--- config.mk ---
export PLATFORM = sky130hd
export DESIGN_NAME = response_frame_checker_top_flat
export DESIGN_NICKNAME = d
export VERILOG_FILES = /design/src/rfc_pkg.sv /design/src/rfc_if.sv /design/src/response_frame_checker_top.sv /design/src/rfc_regs.sv /design/src/rfc_core.sv /design/src/flat_wrapper.sv
export SDC_FILE = /design/constraint.sdc
export NUM_CORES = 1
export LEC_CHECK = 0
export BUFFER_PORTS_ARGS = -buffer_cell sky130_fd_sc_hd__buf_2
export CAP_MARGIN = 30
export CORE_MARGIN = 8
export CORE_UTILIZATION = 50
export CTS_CLUSTER_SIZE = 14
export DETAILED_ROUTE_END_ITERATION = 12
export PLACE_DENSITY = 0.7
export RECOVER_POWER = 50
export SLEW_MARGIN = 20
export SYNTH_ARGS = -nofsm -noshare
export SYNTH_HDL_FRONTEND = slang
export SYNTH_SLANG_ARGS = --single-unit
export TNS_END_PERCENT = 100
--- constraint.sdc ---
create_clock -name clk_i -period 4.9 [get_ports clk_i]
set_clock_uncertainty 0.1 [all_clocks]
set_input_delay 0.98 -clock clk_i [delete_from_list [all_inputs] [get_ports clk_i]]
set_output_delay 0.98 -clock clk_i [all_outputs]
set_load 0.02 [all_outputs]
--- src/rfc_pkg.sv ---
// Response frame checker package: types, codes and frame constants.
// No dependencies; used by every RTL file of the block.
`default_nettype none

package rfc_pkg;

  localparam int MAX_FRAME_BYTES = 64;
  localparam logic [8:0] MAX_LEN_BYTE = 9'(MAX_FRAME_BYTES - 8);

  localparam logic [7:0] SYNC_ZERO = 8'h00;
  localparam logic [7:0] SYNC_FF   = 8'hFF;
  localparam logic [7:0] FRAME_ID  = 8'hD5;
  localparam logic [7:0] MIN_LEN   = 8'h02;

  localparam int APB_AW = 3;
  localparam int APB_DW = 32;

  typedef enum logic [0:0] {
    REG_EXP_CMD  = 1'b0,
    REG_CAPACITY = 1'b1
  } rfc_reg_e;

  typedef enum logic [2:0] {
    STS_OK        = 3'd0,
    STS_NOT_READY = 3'd1,
    STS_BAD_HDR   = 3'd2,
    STS_TOO_LONG  = 3'd3,
    STS_BAD_LCS   = 3'd4,
    STS_BAD_ID    = 3'd5,
    STS_TOO_LARGE = 3'd6,
    STS_BAD_DCS   = 3'd7
  } rfc_status_e;

  typedef enum logic [9:0] {
    PH_IDLE   = 10'b00_0000_0001,
    PH_SYNC0  = 10'b00_0000_0010,
    PH_SYNC1  = 10'b00_0000_0100,
    PH_SYNCFF = 10'b00_0000_1000,
    PH_LEN    = 10'b00_0001_0000,
    PH_LCS    = 10'b00_0010_0000,
    PH_TFI    = 10'b00_0100_0000,
    PH_CMD    = 10'b00_1000_0000,
    PH_DATA   = 10'b01_0000_0000,
    PH_DCS    = 10'b10_0000_0000
  } rfc_phase_e;

  typedef struct packed {
    logic [7:0] expected_command;
    logic [7:0] receive_capacity;
  } rfc_cfg_t;

  typedef struct packed {
    logic [7:0]  payload_byte;
    logic        is_payload;
    logic        last;
    rfc_status_e status;
  } rfc_result_t;

endpackage

`default_nettype wire

--- src/rfc_if.sv ---
// Stream interfaces of the response frame checker: byte input and result output.
// Depends on rfc_pkg.
`default_nettype none

interface rfc_in_if;
  logic       valid;
  logic       ready;
  logic [7:0] rx_byte;
  logic       frame_start;

  modport source (output valid, output rx_byte, output frame_start, input ready);
  modport sink   (input valid, input rx_byte, input frame_start, output ready);
endinterface

interface rfc_out_if;
  logic                 valid;
  logic                 ready;
  logic [7:0]           payload_byte;
  logic                 is_payload;
  logic                 last;
  rfc_pkg::rfc_status_e status;

  modport source (output valid, output payload_byte, output is_payload, output last,
                  output status, input ready);
  modport sink   (input valid, input payload_byte, input is_payload, input last,
                  input status, output ready);
endinterface

`default_nettype wire

--- src/response_frame_checker_top.sv ---
// Top level of the response frame checker: APB registers and frame datapath.
// Depends on rfc_pkg, rfc_if, rfc_regs and rfc_core.
`default_nettype none

// Checks a reader controller response frame one byte per transfer, starting at
// the status byte (frame_start set). Payload bytes are forwarded as they arrive;
// each frame not cut short by a new frame_start ends in one result with last set
// and a status code, and the payload must be dropped unless that status is ok.
// Bytes outside a frame produce nothing. Throughput is one byte per clock while
// out_o does not stall. A byte taken sits in the input register, and its result
// is loaded from there into the result register, whose contents drive out_o.
// in_i.ready drops only while the input register holds a byte and a result waits
// on out_o; it then follows out_o.ready within the same cycle. Registers: 0x0
// expected command, 0x4 receive capacity; write them only while no frame is in
// flight.
module response_frame_checker_top (
  input  wire logic                       clk_i,
  input  wire logic                       rst_ni,
  rfc_in_if.sink                          in_i,
  rfc_out_if.source                       out_o,
  input  wire logic                       psel_i,
  input  wire logic                       penable_i,
  input  wire logic                       pwrite_i,
  input  wire logic [rfc_pkg::APB_AW-1:0] paddr_i,
  input  wire logic [rfc_pkg::APB_DW-1:0] pwdata_i,
  output logic      [rfc_pkg::APB_DW-1:0] prdata_o,
  output logic                            pready_o
);

  rfc_pkg::rfc_cfg_t    cfg;
  rfc_pkg::rfc_result_t res;

  rfc_regs u_regs (
    .clk_i     (clk_i),
    .rst_ni    (rst_ni),
    .psel_i    (psel_i),
    .penable_i (penable_i),
    .pwrite_i  (pwrite_i),
    .paddr_i   (paddr_i),
    .pwdata_i  (pwdata_i),
    .prdata_o  (prdata_o),
    .pready_o  (pready_o),
    .cfg_o     (cfg)
  );

  rfc_core u_core (
    .clk_i         (clk_i),
    .rst_ni        (rst_ni),
    .cfg_i         (cfg),
    .in_valid_i    (in_i.valid),
    .in_ready_o    (in_i.ready),
    .rx_byte_i     (in_i.rx_byte),
    .frame_start_i (in_i.frame_start),
    .out_valid_o   (out_o.valid),
    .out_ready_i   (out_o.ready),
    .out_o         (res)
  );

  assign out_o.payload_byte = res.payload_byte;
  assign out_o.is_payload   = res.is_payload;
  assign out_o.last         = res.last;
  assign out_o.status       = res.status;

endmodule

`default_nettype wire

--- src/rfc_regs.sv ---
// APB configuration registers: expected command and receive capacity.
// Depends on rfc_pkg.
`default_nettype none

module rfc_regs (
  input  wire logic                       clk_i,
  input  wire logic                       rst_ni,
  input  wire logic                       psel_i,
  input  wire logic                       penable_i,
  input  wire logic                       pwrite_i,
  input  wire logic [rfc_pkg::APB_AW-1:0] paddr_i,
  input  wire logic [rfc_pkg::APB_DW-1:0] pwdata_i,
  output logic      [rfc_pkg::APB_DW-1:0] prdata_o,
  output logic                            pready_o,
  output rfc_pkg::rfc_cfg_t               cfg_o
);

  rfc_pkg::rfc_cfg_t cfg_q, cfg_d;
  rfc_pkg::rfc_reg_e reg_sel;
  logic              wr_en;

  assign reg_sel  = rfc_pkg::rfc_reg_e'(paddr_i[2]);
  assign wr_en    = psel_i && penable_i && pwrite_i && pready_o;
  assign pready_o = 1'b1;

  always_comb begin
    cfg_d = cfg_q;
    if (wr_en) begin
      unique case (reg_sel)
        rfc_pkg::REG_EXP_CMD:  cfg_d.expected_command = pwdata_i[7:0];
        rfc_pkg::REG_CAPACITY: cfg_d.receive_capacity = pwdata_i[7:0];
        default: cfg_d = cfg_q;
      endcase
    end
  end

  always_comb begin
    unique case (reg_sel)
      rfc_pkg::REG_EXP_CMD:  prdata_o = {24'd0, cfg_q.expected_command};
      rfc_pkg::REG_CAPACITY: prdata_o = {24'd0, cfg_q.receive_capacity};
      default:               prdata_o = '0;
    endcase
  end

  always_ff @(posedge clk_i or negedge rst_ni) begin
    if (!rst_ni) begin
      cfg_q.expected_command <= 8'h00;
      cfg_q.receive_capacity <= 8'hFF;
    end else begin
      cfg_q <= cfg_d;
    end
  end

  assign cfg_o = cfg_q;

endmodule

`default_nettype wire

--- src/rfc_core.sv ---
// Frame checker datapath: input register, frame state machine, result register.
// Depends on rfc_pkg.
`default_nettype none

module rfc_core (
  input  wire logic                 clk_i,
  input  wire logic                 rst_ni,
  input  wire rfc_pkg::rfc_cfg_t    cfg_i,
  input  wire logic                 in_valid_i,
  output logic                      in_ready_o,
  input  wire logic [7:0]           rx_byte_i,
  input  wire logic                 frame_start_i,
  output logic                      out_valid_o,
  input  wire logic                 out_ready_i,
  output rfc_pkg::rfc_result_t      out_o
);

  logic                 s1_valid_q;
  logic [7:0]           s1_byte_q;
  logic                 s1_start_q;
  logic                 advance;

  rfc_pkg::rfc_phase_e  phase_q, phase_d;
  logic [7:0]           len_q, len_d;
  logic [7:0]           left_q, left_d;
  logic [7:0]           sum_q, sum_d;
  logic [7:0]           sum_add;
  logic [7:0]           len_minus2;
  logic [7:0]           echo;
  logic [7:0]           left_dec;

  logic                 res_valid;
  rfc_pkg::rfc_result_t res;
  logic                 out_valid_q;
  rfc_pkg::rfc_result_t out_q;

  assign advance    = s1_valid_q && (!out_valid_q || out_ready_i);
  assign in_ready_o = !s1_valid_q || advance;

  assign sum_add    = sum_q + s1_byte_q;
  assign len_minus2 = len_q - rfc_pkg::MIN_LEN;
  assign echo       = cfg_i.expected_command + 8'd1;
  assign left_dec   = left_q - 8'd1;

  always_comb begin
    phase_d   = phase_q;
    len_d     = len_q;
    left_d    = left_q;
    sum_d     = sum_q;
    res_valid = 1'b0;
    res       = '{payload_byte: 8'h00, is_payload: 1'b0, last: 1'b1,
                  status: rfc_pkg::STS_OK};
    if (s1_start_q) begin
      len_d  = 8'h00;
      left_d = 8'h00;
      sum_d  = 8'h00;
      if (!s1_byte_q[0]) begin
        res_valid  = 1'b1;
        res.status = rfc_pkg::STS_NOT_READY;
        phase_d    = rfc_pkg::PH_IDLE;
      end else begin
        phase_d = rfc_pkg::PH_SYNC0;
      end
    end else begin
      unique case (phase_q)
        rfc_pkg::PH_IDLE: ;
        rfc_pkg::PH_SYNC0, rfc_pkg::PH_SYNC1: begin
          if (s1_byte_q != rfc_pkg::SYNC_ZERO) begin
            res_valid  = 1'b1;
            res.status = rfc_pkg::STS_BAD_HDR;
            phase_d    = rfc_pkg::PH_IDLE;
          end else begin
            phase_d = (phase_q == rfc_pkg::PH_SYNC0) ? rfc_pkg::PH_SYNC1
                                                     : rfc_pkg::PH_SYNCFF;
          end
        end
        rfc_pkg::PH_SYNCFF: begin
          if (s1_byte_q != rfc_pkg::SYNC_FF) begin
            res_valid  = 1'b1;
            res.status = rfc_pkg::STS_BAD_HDR;
            phase_d    = rfc_pkg::PH_IDLE;
          end else begin
            phase_d = rfc_pkg::PH_LEN;
          end
        end
        rfc_pkg::PH_LEN: begin
          if ({1'b0, s1_byte_q} > rfc_pkg::MAX_LEN_BYTE) begin
            res_valid  = 1'b1;
            res.status = rfc_pkg::STS_TOO_LONG;
            phase_d    = rfc_pkg::PH_IDLE;
          end else if (s1_byte_q < rfc_pkg::MIN_LEN) begin
            res_valid  = 1'b1;
            res.status = rfc_pkg::STS_BAD_HDR;
            phase_d    = rfc_pkg::PH_IDLE;
          end else begin
            len_d   = s1_byte_q;
            phase_d = rfc_pkg::PH_LCS;
          end
        end
        rfc_pkg::PH_LCS: begin
          if ((len_q + s1_byte_q) != 8'h00) begin
            res_valid  = 1'b1;
            res.status = rfc_pkg::STS_BAD_LCS;
            phase_d    = rfc_pkg::PH_IDLE;
          end else begin
            phase_d = rfc_pkg::PH_TFI;
          end
        end
        rfc_pkg::PH_TFI: begin
          if (s1_byte_q != rfc_pkg::FRAME_ID) begin
            res_valid  = 1'b1;
            res.status = rfc_pkg::STS_BAD_ID;
            phase_d    = rfc_pkg::PH_IDLE;
          end else begin
            sum_d   = rfc_pkg::FRAME_ID;
            phase_d = rfc_pkg::PH_CMD;
          end
        end
        rfc_pkg::PH_CMD: begin
          if (s1_byte_q != echo) begin
            res_valid  = 1'b1;
            res.status = rfc_pkg::STS_BAD_ID;
            phase_d    = rfc_pkg::PH_IDLE;
          end else begin
            left_d = len_minus2;
            if (len_minus2 > cfg_i.receive_capacity) begin
              res_valid  = 1'b1;
              res.status = rfc_pkg::STS_TOO_LARGE;
              phase_d    = rfc_pkg::PH_IDLE;
            end else begin
              sum_d   = sum_add;
              phase_d = (len_minus2 != 8'h00) ? rfc_pkg::PH_DATA : rfc_pkg::PH_DCS;
            end
          end
        end
        rfc_pkg::PH_DATA: begin
          sum_d            = sum_add;
          left_d           = left_dec;
          res_valid        = 1'b1;
          res.payload_byte = s1_byte_q;
          res.is_payload   = 1'b1;
          res.last         = 1'b0;
          if (left_dec == 8'h00) begin
            phase_d = rfc_pkg::PH_DCS;
          end
        end
        rfc_pkg::PH_DCS: begin
          res_valid  = 1'b1;
          res.status = (sum_add == 8'h00) ? rfc_pkg::STS_OK : rfc_pkg::STS_BAD_DCS;
          phase_d    = rfc_pkg::PH_IDLE;
        end
        default: phase_d = rfc_pkg::PH_IDLE;
      endcase
    end
  end

  always_ff @(posedge clk_i or negedge rst_ni) begin
    if (!rst_ni) begin
      s1_valid_q  <= 1'b0;
      out_valid_q <= 1'b0;
      phase_q     <= rfc_pkg::PH_IDLE;
      len_q       <= 8'h00;
      left_q      <= 8'h00;
      sum_q       <= 8'h00;
    end else begin
      if (in_ready_o) begin
        s1_valid_q <= in_valid_i;
      end
      if (advance) begin
        phase_q <= phase_d;
        len_q   <= len_d;
        left_q  <= left_d;
        sum_q   <= sum_d;
      end
      if (advance && res_valid) begin
        out_valid_q <= 1'b1;
      end else if (out_ready_i) begin
        out_valid_q <= 1'b0;
      end
    end
  end

  always_ff @(posedge clk_i) begin
    if (in_valid_i && in_ready_o) begin
      s1_byte_q  <= rx_byte_i;
      s1_start_q <= frame_start_i;
    end
    if (advance && res_valid) begin
      out_q <= res;
    end
  end

  assign out_valid_o = out_valid_q;
  assign out_o       = out_q;

endmodule

`default_nettype wire

--- src/flat_wrapper.sv ---
// flat-port wrapper written by rule: the top's interface ports become plain ports
module response_frame_checker_top_flat 
  (clk_i, rst_ni, psel_i, penable_i, pwrite_i, paddr_i, pwdata_i, prdata_o, pready_o, in_i_valid, in_i_rx_byte, in_i_frame_start, in_i_ready, out_o_valid, out_o_payload_byte, out_o_is_payload, out_o_last, out_o_status, out_o_ready);
  rfc_in_if in_i_i ();
  rfc_out_if out_o_i ();
  input  wire logic clk_i;
  input  wire logic rst_ni;
  input  wire logic psel_i;
  input  wire logic penable_i;
  input  wire logic pwrite_i;
  input  wire logic [rfc_pkg::APB_AW-1:0] paddr_i;
  input  wire logic [rfc_pkg::APB_DW-1:0] pwdata_i;
  output logic      [rfc_pkg::APB_DW-1:0] prdata_o;
  output logic pready_o;
  input wire logic [$bits(in_i_i.valid)-1:0] in_i_valid;
  input wire logic [$bits(in_i_i.rx_byte)-1:0] in_i_rx_byte;
  input wire logic [$bits(in_i_i.frame_start)-1:0] in_i_frame_start;
  output wire logic [$bits(in_i_i.ready)-1:0] in_i_ready;
  output wire logic [$bits(out_o_i.valid)-1:0] out_o_valid;
  output wire logic [$bits(out_o_i.payload_byte)-1:0] out_o_payload_byte;
  output wire logic [$bits(out_o_i.is_payload)-1:0] out_o_is_payload;
  output wire logic [$bits(out_o_i.last)-1:0] out_o_last;
  output wire logic [$bits(out_o_i.status)-1:0] out_o_status;
  input wire logic [$bits(out_o_i.ready)-1:0] out_o_ready;
  assign in_i_i.valid = in_i_valid;
  assign in_i_i.rx_byte = in_i_rx_byte;
  assign in_i_i.frame_start = in_i_frame_start;
  assign in_i_ready = in_i_i.ready;
  assign out_o_valid = out_o_i.valid;
  assign out_o_payload_byte = out_o_i.payload_byte;
  assign out_o_is_payload = out_o_i.is_payload;
  assign out_o_last = out_o_i.last;
  assign out_o_status = out_o_i.status;
  assign out_o_i.ready = out_o_ready;
  response_frame_checker_top u_core (.clk_i(clk_i), .rst_ni(rst_ni), .in_i(in_i_i), .out_o(out_o_i), .psel_i(psel_i), .penable_i(penable_i), .pwrite_i(pwrite_i), .paddr_i(paddr_i), .pwdata_i(pwdata_i), .prdata_o(prdata_o), .pready_o(pready_o));
endmodule
======== Word-level counts from Yosys, hierarchy flattened ========
Index checks and enable logic that the tools add are counted.
storage, ports and cells
  flip-flop bits (word level) ............. 74
  input bits .............................. 51
  logic and storage cells ................. 124
operators by class
  add/subtract/negate cells ............... 5
  order comparisons ....................... 3
  equal/unequal tests ..................... 20
  muxes and demuxes ....................... 53
  bitwise operators ....................... 2
  reductions and logical operators ........ 27
operators with widths
  cell                    number
  $mux W8                 11
  $pmux W10 S8            1
  $pmux W32 S2            1
  $mux W10                5
  $pmux W8 S3             1
  $reduce_bool A8 Y1      3
  $pmux W3 S7             1
  $mux W3                 6
  $add A8 B8 Y8           2
  $logic_not A8 Y1        2
  $ne A8 B8 Y1 const B    2
  $pmux W8 S2             1
  $mux W1                 13
  $mux W2                 6
  $mux W6                 2
  $ne A3 B3 Y1 const B    4
  $eq A10 B1 Y1 const B   1
  $eq A10 B10 Y1 const B  1
  $eq A10 B2 Y1 const B   1
  $eq A10 B3 Y1 const B   1
  $eq A10 B4 Y1 const B   1
  $eq A10 B5 Y1 const B   1
  $eq A10 B6 Y1 const B   1
  $eq A10 B7 Y1 const B   1
  other kinds (26)        41

======== Longest topological paths before layout ========
Gate-level depths: netlist of the first run.
  depth after elaboration ................. 8
  depth in mapped cells ................... 12

======== By module ========
From an unflattened synthesis of the first run, not the netlist that was laid out.
second synthesis, totals
  cell total of the unflattened synthesis .. 550
  area, all modules ....................... 5348.9 um^2
by module, submodules not included
  module    instances  cells an instance  area an instance (um^2)  seq. area each (um^2)
  rfc_core  1          480                4416.7                   1562.7
  rfc_regs  1          70                 932.1                    410.4

======== Worst setup path before layout of the first run ========
Ideal clock, no wire load.
  kind .................................... reg-to-reg
  start point ............................. register u_core.u_core.len_q[1]
  end point ............................... register u_core.u_core.out_q (netlist bit u_core.u_core.out_o[0]), enable pin
  arrival time ............................ 2.834 ns
  data required time ...................... 4.495 ns
  slack ................................... 1.661 ns
  stages on the path, launching flop included .. 12
  period minus slack after synthesis ...... 3.239 ns
  cell sequence ........................... dfrtp_1 > inv_1 > ha_1 > xor2_1 > ha_1 > and3_2 > a221o_1 > a221oi_1 > a31oi_1 > o21ai_2 > o2111ai_1 > a22o_1
between the ends
  cells in the longest elaborated chain, start to end .. 7
  elaborated cells between the ends (all ways) .. 10
  classes of those cells .................. add/sub (2); order compare (1); mux (5); reduce/logical (2)
RTL lines
  what                    line             source
  start, declared         rfc_core.sv:24   logic [7:0] len_q, len_d;
  start signal, assigned  rfc_core.sv:171  len_q <= len_d;
  $sub A8 B2 Y8           rfc_core.sv:41   assign len_minus2 = len_q - rfc_pkg::MIN_LEN;
  $gt A8 B8 Y1            rfc_core.sv:126  if (len_minus2 > cfg_i.receive_capacity) begin
  $mux W1                 rfc_core.sv:126
  $mux W1                 rfc_core.sv:120  if (s1_byte_q != echo) begin
  $pmux W1 S7 *           rfc_core.sv:65   unique case (phase_q)
  $mux W1 *               rfc_core.sv:53   if (s1_start_q) begin
  $logic_and A1 B1 Y1 *   rfc_core.sv:188  if (advance && res_valid) begin
  end signal, assigned    rfc_core.sv:189  out_q <= res;
  end, declared           rfc_core.sv:35   rfc_pkg::rfc_result_t out_q;
Mark *: on every way between the ends. The rest lies on a longest branch, timed or not.
A chain may end at the register's enable or synchronous reset.

======== Final worst setup path of the first run ========
  start point ............................. register u_core.u_core.len_q[1]
  end point ............................... register u_core.u_core.out_q (netlist bit u_core.u_core.out_o[3]), enable pin
The elaborated chain is that of the path after synthesis.

==> results of run 1 <==
final timing paths:
path | start | to | slack [ns]
worst max-delay path | u_core.u_core.len_q[1] | u_core.u_core.out_o[3] | 0.94
max in group asynchronous | rst_ni | u_core.u_regs.cfg_o[11] | 1.48
worst max register to register | u_core.u_core.len_q[1] | u_core.u_core.out_o[3] | 0.94
min in group asynchronous | rst_ni | u_core.u_core.sum_q[1] | 1.57
worst min register to register | u_core.u_core.sum_q[4] | u_core.u_core.sum_q[4] | 0.39
worst min-delay path | u_core.u_core.sum_q[4] | u_core.u_core.sum_q[4] | 0.39
power groups by stage:
| stage | registers [W] | logic (W) | clock network (W) |
|---|---|---|---|
| after global routing | 0.000798 | 0.000430 | 0.000514 |
| after floorplan | 0.000771 | 0.000319 | 0 |
| after detailed placement | 0.000800 | 0.000388 | 0 |
| after global placement | 0.000795 | 0.000372 | 0 |
| final | 0.000788 | 0.000390 | 0.000480 |
| after CTS | 0.000787 | 0.000391 | 0.000486 |
cell usage after synthesis (all sizes together) (13+ instances only):
| cell type | n | area [um^2] |
|---|---|---|
| dfrtp | 43 | 1080 |
| buf | 32 | 234 |
| nor2 | 27 | 104 |
| ha | 26 | 325 |
| mux2 | 26 | 293 |
| nand2 | 25 | 96.4 |
| o21ai | 23 | 126 |
| edfxtp | 22 | 661 |
| a21oi | 20 | 100 |
| inv | 20 | 75.1 |
| xnor2 | 17 | 156 |
| and2 | 16 | 103 |
| nand3 | 13 | 65.1 |
| nor3 | 13 | 65.1 |
metal layers:
layer	routed length [um]	global-route usage, %	part of all wire (%)	up-vias
li1	-	-	-	1906
met1	5410	22.1	45	1941
met2	5820	28.6	48	118
met3	587	3.79	4.9	17
met4	185	5.76	1.5	0
met5	0	0	0	-
kinds of logic (layout without fill, tap and decap cells):
kind of cell | Yosys count | count (layout) | share of synthesized area, %
mux | 29 | 29 | 6.25
other cells | 2 | 25 | 0.145
flops | 74 | 74 | 38.2
fa+ha+maj | 28 | 28 | 7.08
buf+inv | 59 | 84 | 6.88
simple gates | 163 | 163 | 19.0
xor+xnor | 29 | 29 | 5.06
compound gates | 120 | 120 | 17.3
cells in the final DEF, fill, tap and decap left out, drive strengths merged, types with 22 or more instances in the layout:
master,netlist,layout
buf,32,39
conb,2,25
dfrtp,43,43
edfxtp,22,22
ha,26,26
inv,20,23
mux2,26,26
nand2,25,25
nor2,27,27
o21ai,23,23
through the flow:
stage               area [um^2]  util [%]
CTS                        5580      54.7
finish                     5560      54.6
detailed placement         5380      52.9
floorplan                  5250         -
global placement           5380      52.9
global route               5560      54.6
state kept, by name (all words and copies together) (netlist names):
name,count
u_core.u_core.sum_q,8
u_core.u_core.phase_q,10
u_core.u_core.left_q,8
u_core.u_core.s1_valid_q,1
u_core.u_core.len_q,8
u_core.u_regs.cfg_o,16
u_core.u_core.s1_start_q,1
u_core.u_core.out_o,13
u_core.u_core.out_valid_o,1
u_core.u_core.s1_byte_q,8
layout make-up:
class,count,area [um^2]
Clock buffer,10,128
Sequential cell,74,1970
Fill cell,925,4620
Clock inverter,6,65.1
Tap cell,136,170
Multi-Input combinational cell,394,2920
Timing Repair Buffer,48,229
Inverter,20,75.1
==> summary.md, run 1 <==
| Metric | Value |
|---|---|
| Status | finished, violations left |
| Violations in the final reports | capacitance limit, slew limit |
| Initial DRC count | 154 |
| Clk_lat worst skew | 0.35 ns |
| Internal power | 0.00111 W |
| Root Buffer | clkbuf_8 |
| Max-slew violations | 53 |
| Critical path class | reg -> reg |
| CTS tree | built |
| Switching power | 0.000546 W |
| Pwr Density | 298 nW/um^2 |
| Post-synthesis sequential area ratio | 38.2% |
| Clk sink count | 74 |
| Placed insts | 672 |
| Worst path most repeated cell | ha_1 |
| Initial Util | 50.7% |
| Setup Fix Bufs, Post-CTS | 0 |
| Post-DP HPWL | 9100 um |
| Top_reg_cell synth | dfrtp_1 |
| Synth Cell Area | 5160 um^2 |
| Hold path cells | 1 |
| DRC | 0 |
| First-pass GRT wire length | 19900 um |
| Slowest stage delay, CP | 0.49 ns |
| Layout net count | 626 |
| Gpl congestion | 0.867 |
| Final hold slack | 0.395 ns |
| Tmin final | 3.96 ns |
| Number of top-level pins | 99 |
| Worst-margin pin slew | 2.92 ns |
| Worst EP required | 4.83 ns |
| Crit-path cells | inv_1 -> ha_1 -> xor2_1 -> ha_1 -> and3_2 -> a221o_1 -> a221oi_1 -> a31oi_1 -> o21ai_2 -> o2111ai_1 -> a22o_1 |
| Final non-filler cell total | 688 |
| Setup TNS | 0 ns |
| Grt ovf | 0 |
| Standard-cell row count | 37 |
| Slowest CP cell | dfrtp_1 |
| Unrepaired setup endpoints after global routing | false |
| H-tree Lvls | 3 |
| Max frequency | 252 MHz |
| Total Power | 0.00166 W |
| HP Class | reg -> reg |
| WL final | 12000 um |
| Wire length per cell | 17.5 um |
| CP max FO | 13 |
| Combinational share of power | 23.5% |
| Die area | 13800 um^2 |
| CTS Hold Bufs | 0 |
| Vias in the first global route | 4016 |
| Ant diodes | 0 |
| Mean post-synth cell area | 10.2 um^2 |
| Levels on crit path | 11 |
| Final ANT Viol Nets | 0 |
| TritonCTS buffer count | 9 |
| Post-Synthesis Cells | 504 |
| Total Routing Usage GR | 17.4% |
| Longest Clk Path Bufs | 2 |
| Max-slew headroom | -94.6% |
| Final period utilization | 80.9% |
| Final Hold Vio Count | 0 |
| Depth of the worst register-to-register path | 11 |
| Initial DRT Pass Iterations | 4 |
| Core area | 10200 um^2 |
| Post-synth EDFFs | 22 |
| CTS clk-pin slew, worst paths | 0.08 ns |
| Area growth syn-to-layout | 7.71% |
| CP top delay family | compound AO/OA/AOI/OAI gates |
| Leak | 2.43 nW |
| Max cap viols | 1 |
| Die H | 118 um |
| # setup viols final | 0 |
| Sequential share of power | 47.5% |
| Worst VDD drop | 0.000186 V |
| Critical path buffer and inverter count | 1 |
| Largest net degree at the start of global routing | 53 |
| Via density per instance | 5.79 |
| Async SR Flop Fraction | 70.3% |
| Netlist cell types | 90 |
| Clock power share | 29.0% |
| Crit path arrival time | 3.89 ns |
| Yosys reg bits | 74 |
| Worst setup SP type | flop |
| Via count | 3982 |
| Post-route setup slack | 0.938 ns |
| Yosys warnings | 0 |
| Die width | 118 um |
| Sw Share | 33.0% |
| Antenna violations before repair | 0 |
| Nature of the critical path endpoint | flop |
| Share of layout cells above drive strength 1 | 21.7% |
| PostCTS Resize Cnt | 0 |
| Pre-CTS WS | 1.02 ns |
| IO Port Bufs | 47 |
(Power assumes the default switching activity.)
==> inputs of run 2 (changes only) <==
--- a/config.mk
+++ b/config.mk
@@ -5,13 +5,14 @@
 export SDC_FILE = /design/constraint.sdc
 export NUM_CORES = 1
 export LEC_CHECK = 0
+export ABC_AREA = 1
 export BUFFER_PORTS_ARGS = -buffer_cell sky130_fd_sc_hd__buf_2
 export CAP_MARGIN = 30
 export CORE_MARGIN = 8
 export CORE_UTILIZATION = 50
 export CTS_CLUSTER_SIZE = 14
 export DETAILED_ROUTE_END_ITERATION = 12
-export PLACE_DENSITY = 0.7
+export PLACE_DENSITY = 0.73
 export RECOVER_POWER = 50
 export SLEW_MARGIN = 20
 export SYNTH_ARGS = -nofsm -noshare
==> constraint.sdc (replaced) <==
create_clock -name clk_i -period 3.2 [get_ports clk_i]
set_clock_uncertainty 0.1 [all_clocks]
set_input_delay 0.64 -clock clk_i [delete_from_list [all_inputs] [get_ports clk_i]]
set_output_delay 0.64 -clock clk_i [all_outputs]
set_load 0.02 [all_outputs]
==> run 2 against run 1 <==
Register-to-register slack lost 0.74 ns. The run now ends clean. Clock-buffer cell count grew 3. Die area grew 4.3%. Hold slack lost 0.13 ns.
==> summary.md, run 2 <==
| Metric | Value |
|---|---|
| Root Buffer | clkbuf_8 |
| Sw Share | 39.5% (+6.5 points) |
| Initial Util | 50.7% (about the same) |
| R2R Path End | u_core.u_core.out_o[6] |
| Yosys reg bits | 74 (unchanged) |
| First-pass GRT wire length | 23700 um (+19%) |
| Depth of the worst register-to-register path | 18 (+7) |
| Max-slew headroom | 33.8% (+130 points) |
| Die area | 14400 um^2 (+4.3%) |
| Initial DRT Pass Iterations | 7 (+3) |
| CP max FO | 13 (unchanged) |
| Clk sink count | 74 (unchanged) |
| Clk_lat worst skew | 0.36 ns (about the same) |
| Post-DP HPWL | 10900 um (+19%) |
| Commonest cells after routing, fill and taps aside | nand2_1, inv_1, nand3_1 |
| Final Hold Vio Count | 0 (unchanged) |
| Sequential share of power | 40.5% (-7.0 points) |
| Placed insts | 955 (+42%) |
| Worst setup SP type | flop |
| Yosys warnings | 0 (unchanged) |
| Reg2reg setup slack | 0.20 ns (-0.74 ns) |
| Mean post-synth cell area | 7.08 um^2 (-31%) |
| Switching power | 0.00124 W (+130%) |
| Crit path arrival time | 3.03 ns (-0.86 ns) |
| Worst-margin pin slew | 0.992 ns (-1.93 ns) |
| Area leader, netlist | dfrtp_1 |
| Total Power | 0.00313 W (+89%) |
| Max cap viols | 0 (-1) |
| H-tree Lvls | 3 (unchanged) |
| IO Port Bufs | 47 (unchanged) |
| Max-slew violations | 0 (-100%) |
| Clock power share | 23.7% (-5.3 points) |
| Worst VDD drop | 0.000320 V (+72%) |
| # setup viols final | 0 (unchanged) |
| Standard-cell row count | 38 (+2.7%) |
| Sequential Area | 1970 um^2 (unchanged) |
| DRC | 0 (unchanged) |
| Synth top cells by count | nand2_1, inv_1, nand3_1, nor2_1, dfrtp_1 |
| Post-Synthesis Cells | 766 (+52%) |
| Longest Clk Path Bufs | 2 (unchanged) |
| RR Startpoint | u_core.u_core.len_q[2] |
| HP Class | in -> async |
| Tmin final | 3.00 ns (-0.960 ns) |
| Status | complete, no violations |
| CTS tree | built |
| Via count | 5021 (+26%) |
| Wire length per cell | 14.4 um (-18%) |
| Worst EP required | 3.22 ns (-1.61 ns) |
| Combinational share of power | 35.8% (+12 points) |
| Leak | 3.21 nW (+32%) |
| Commonest non-fill, non-tap cell in the layout | nand2_1 |
| Grt ovf | 0 (unchanged) |
| # fillers | 1018 (+10%) |
| Critical Path Source | u_core.u_core.len_q[2] |
| Max reg flops | 16 (unchanged) |
| Number of top-level pins | 99 (unchanged) |
| Setup crit end | u_core.u_core.out_o[6] |
| Synth top area share | 19.8% (-0.99 points) |
| Final ANT Viol Nets | 0 (unchanged) |
| Total Routing Usage GR | 20.2% (+2.8 points) |
| Critical path class | reg -> reg |
| Netlist cell types | 41 (-54%) |
| Via density per instance | 5.16 (-11%) |
| Antenna violations before repair | 1 (+1) |
| Multi-input gate area | 2830 um^2 (-3.0%) |
| Initial DRC count | 280 (+82%) |
| Core area | 10700 um^2 (+5.0%) |
| Pwr Density | 519 nW/um^2 (+74%) |
| TritonCTS buffer count | 9 (unchanged) |
| Synth Cell Area | 5420 um^2 (+5.0%) |
| CTS clk-pin slew, worst paths | 0.08 ns (about the same) |
| Post-synthesis sequential area ratio | 36.4% (-1.8 points) |
| Die H | 120 um (+2.1%) |
| Nature of the critical path endpoint | flop |
| Layout net count | 908 (+45%) |
| Count leader, synth | nand2_1 |
| Ant diodes | 0 (unchanged) |
| WL final | 14000 um (+17%) |
| Gpl congestion | 0.887 (+2.4%) |
| Setup TNS | 0 ns (unchanged) |
| Largest net degree at the start of global routing | 39 (-26%) |
| Final non-filler cell total | 974 (+42%) |
| Max frequency | 333 MHz (+32%) |
| Area growth syn-to-layout | 11.3% |
| Async SR Flop Fraction | 70.3% (unchanged) |
| Share of layout cells above drive strength 1 | 14.7% (-7.0 points) |
| Top_reg_cell synth | dfrtp_1 |
| Die width | 120 um (+2.1%) |
| Internal power | 0.00190 W (+71%) |
| Post-synth EDFFs | 22 (unchanged) |
| Top post-synthesis cells by area | dfrtp_1, nand2_1, edfxtp_1 |
| Vias in the first global route | 4951 (+23%) |
| Final period utilization | 93.8% (+13 points) |
-- run 2: cell types whose count changed after synthesis, moves of 10 or more --
cell,before,now
a21o_1,11,1
a22o_1,12,1
and2_1,14,0
inv_1,20,115
mux2_2,24,0
nand2_1,24,231
nand3_1,13,65
nor2_1,26,64
o21ai_0,17,37
o22ai_1,0,12
xnor2_1,16,2
-- run 2: critical path, stage by stage, from the launching register on --
cell and delay, ns:
dfrtp_1 0.39, inv_1 0.08, ha_1 0.18, nand3_1 0.13, nor2_1 0.14, nand3_1 0.09, nand2_1 0.09, inv_1 0.05
ha_1 0.29, nand2_1 0.08, nor2_1 0.13, nand4_1 0.15, nand3_2 0.13, nand2_1 0.09, a21oi_2 0.13, nand3_1 0.09
nand2_1 0.13, clkinvlp_4 0.12, buf_12 0.16
-- run 2: timing repair --
action / 4_1_cts / 5_1_grt
hold buffers: 0 / 0
hold endpoints to repair: 0 / 0
setup buffers: 0 / 3
setup endpoints to repair: 0 / 20
gates resized for setup: 0 / 5
-- run 2: kinds of logic after synthesis --
family / count (synthesis) / synth area share (%)
flops: 74 / 36.4
simple gates: 409 / 33.3
other cells: 2 / 0.139
compound gates: 82 / 8.45
xor+xnor: 11 / 1.78
fa+ha+maj: 28 / 6.74
buf+inv: 160 / 13.2
-- run 2: area by class of cell --
| cell class | instances | area share, % |
|---|---|---|
| Multi-Input combinational cell | 555 | 46.9 |
| Clock buffer | 13 | 2.99 |
| Clock inverter | 3 | 0.311 |
| Inverter | 125 | 7.84 |
| Sequential cell | 74 | 32.7 |
| Tap cell | 140 | 2.90 |
| Timing Repair Buffer | 64 | 6.34 |
-- run 2: worst min path at each step --
stage	end	cells past startpoint
finish	u_core.u_core.phase_q[2]	1
global route	u_core.u_core.phase_q[3]	1
CTS	u_core.u_core.phase_q[2]	1
detailed placement	u_core.u_core.sum_q[3]	2
global placement	u_core.u_core.sum_q[3]	2
floorplan	u_core.u_core.left_q[0]	0
-- run 2: through the flow --
| stage | hold WS [ns] | worst slack [ns] | area [um^2] | util, % |
|---|---|---|---|---|
| final | 0.265 | 0.198 | 6040 | 56.4 |
| after global routing | 0.336 | -0.000831 | 6040 | 56.4 |
| after CTS | 0.0720 | 0.0380 | 5980 | 55.9 |
| after detailed placement | 0.372 | 0.0797 | 5780 | 54.0 |
| after global placement | 0.363 | 0.135 | 5780 | 54.0 |
| after floorplan | 0.244 | 0.325 | 5510 | - |
-- run 2: power groups by stage --
| stage | logic, W | registers, W | clock network (W) |
|---|---|---|---|
| final | 0.00112 | 0.00127 | 0.000744 |
| after global routing | 0.00127 | 0.00129 | 0.000792 |
| after detailed placement | 0.00109 | 0.00128 | 0 |
| after floorplan | 0.000839 | 0.00127 | 0 |
| after CTS | 0.00110 | 0.00127 | 0.000758 |
| after global placement | 0.00106 | 0.00128 | 0 |
-- run 2: routing by layer --
metal  GRT usage (%)  up-vias  wire length, um
met5               0        -               13
met4            9.45        2              339
met3            3.71       26              982
met2            32.3      207             6400
met1            26.0     2265             6270
li1                -     2521                -
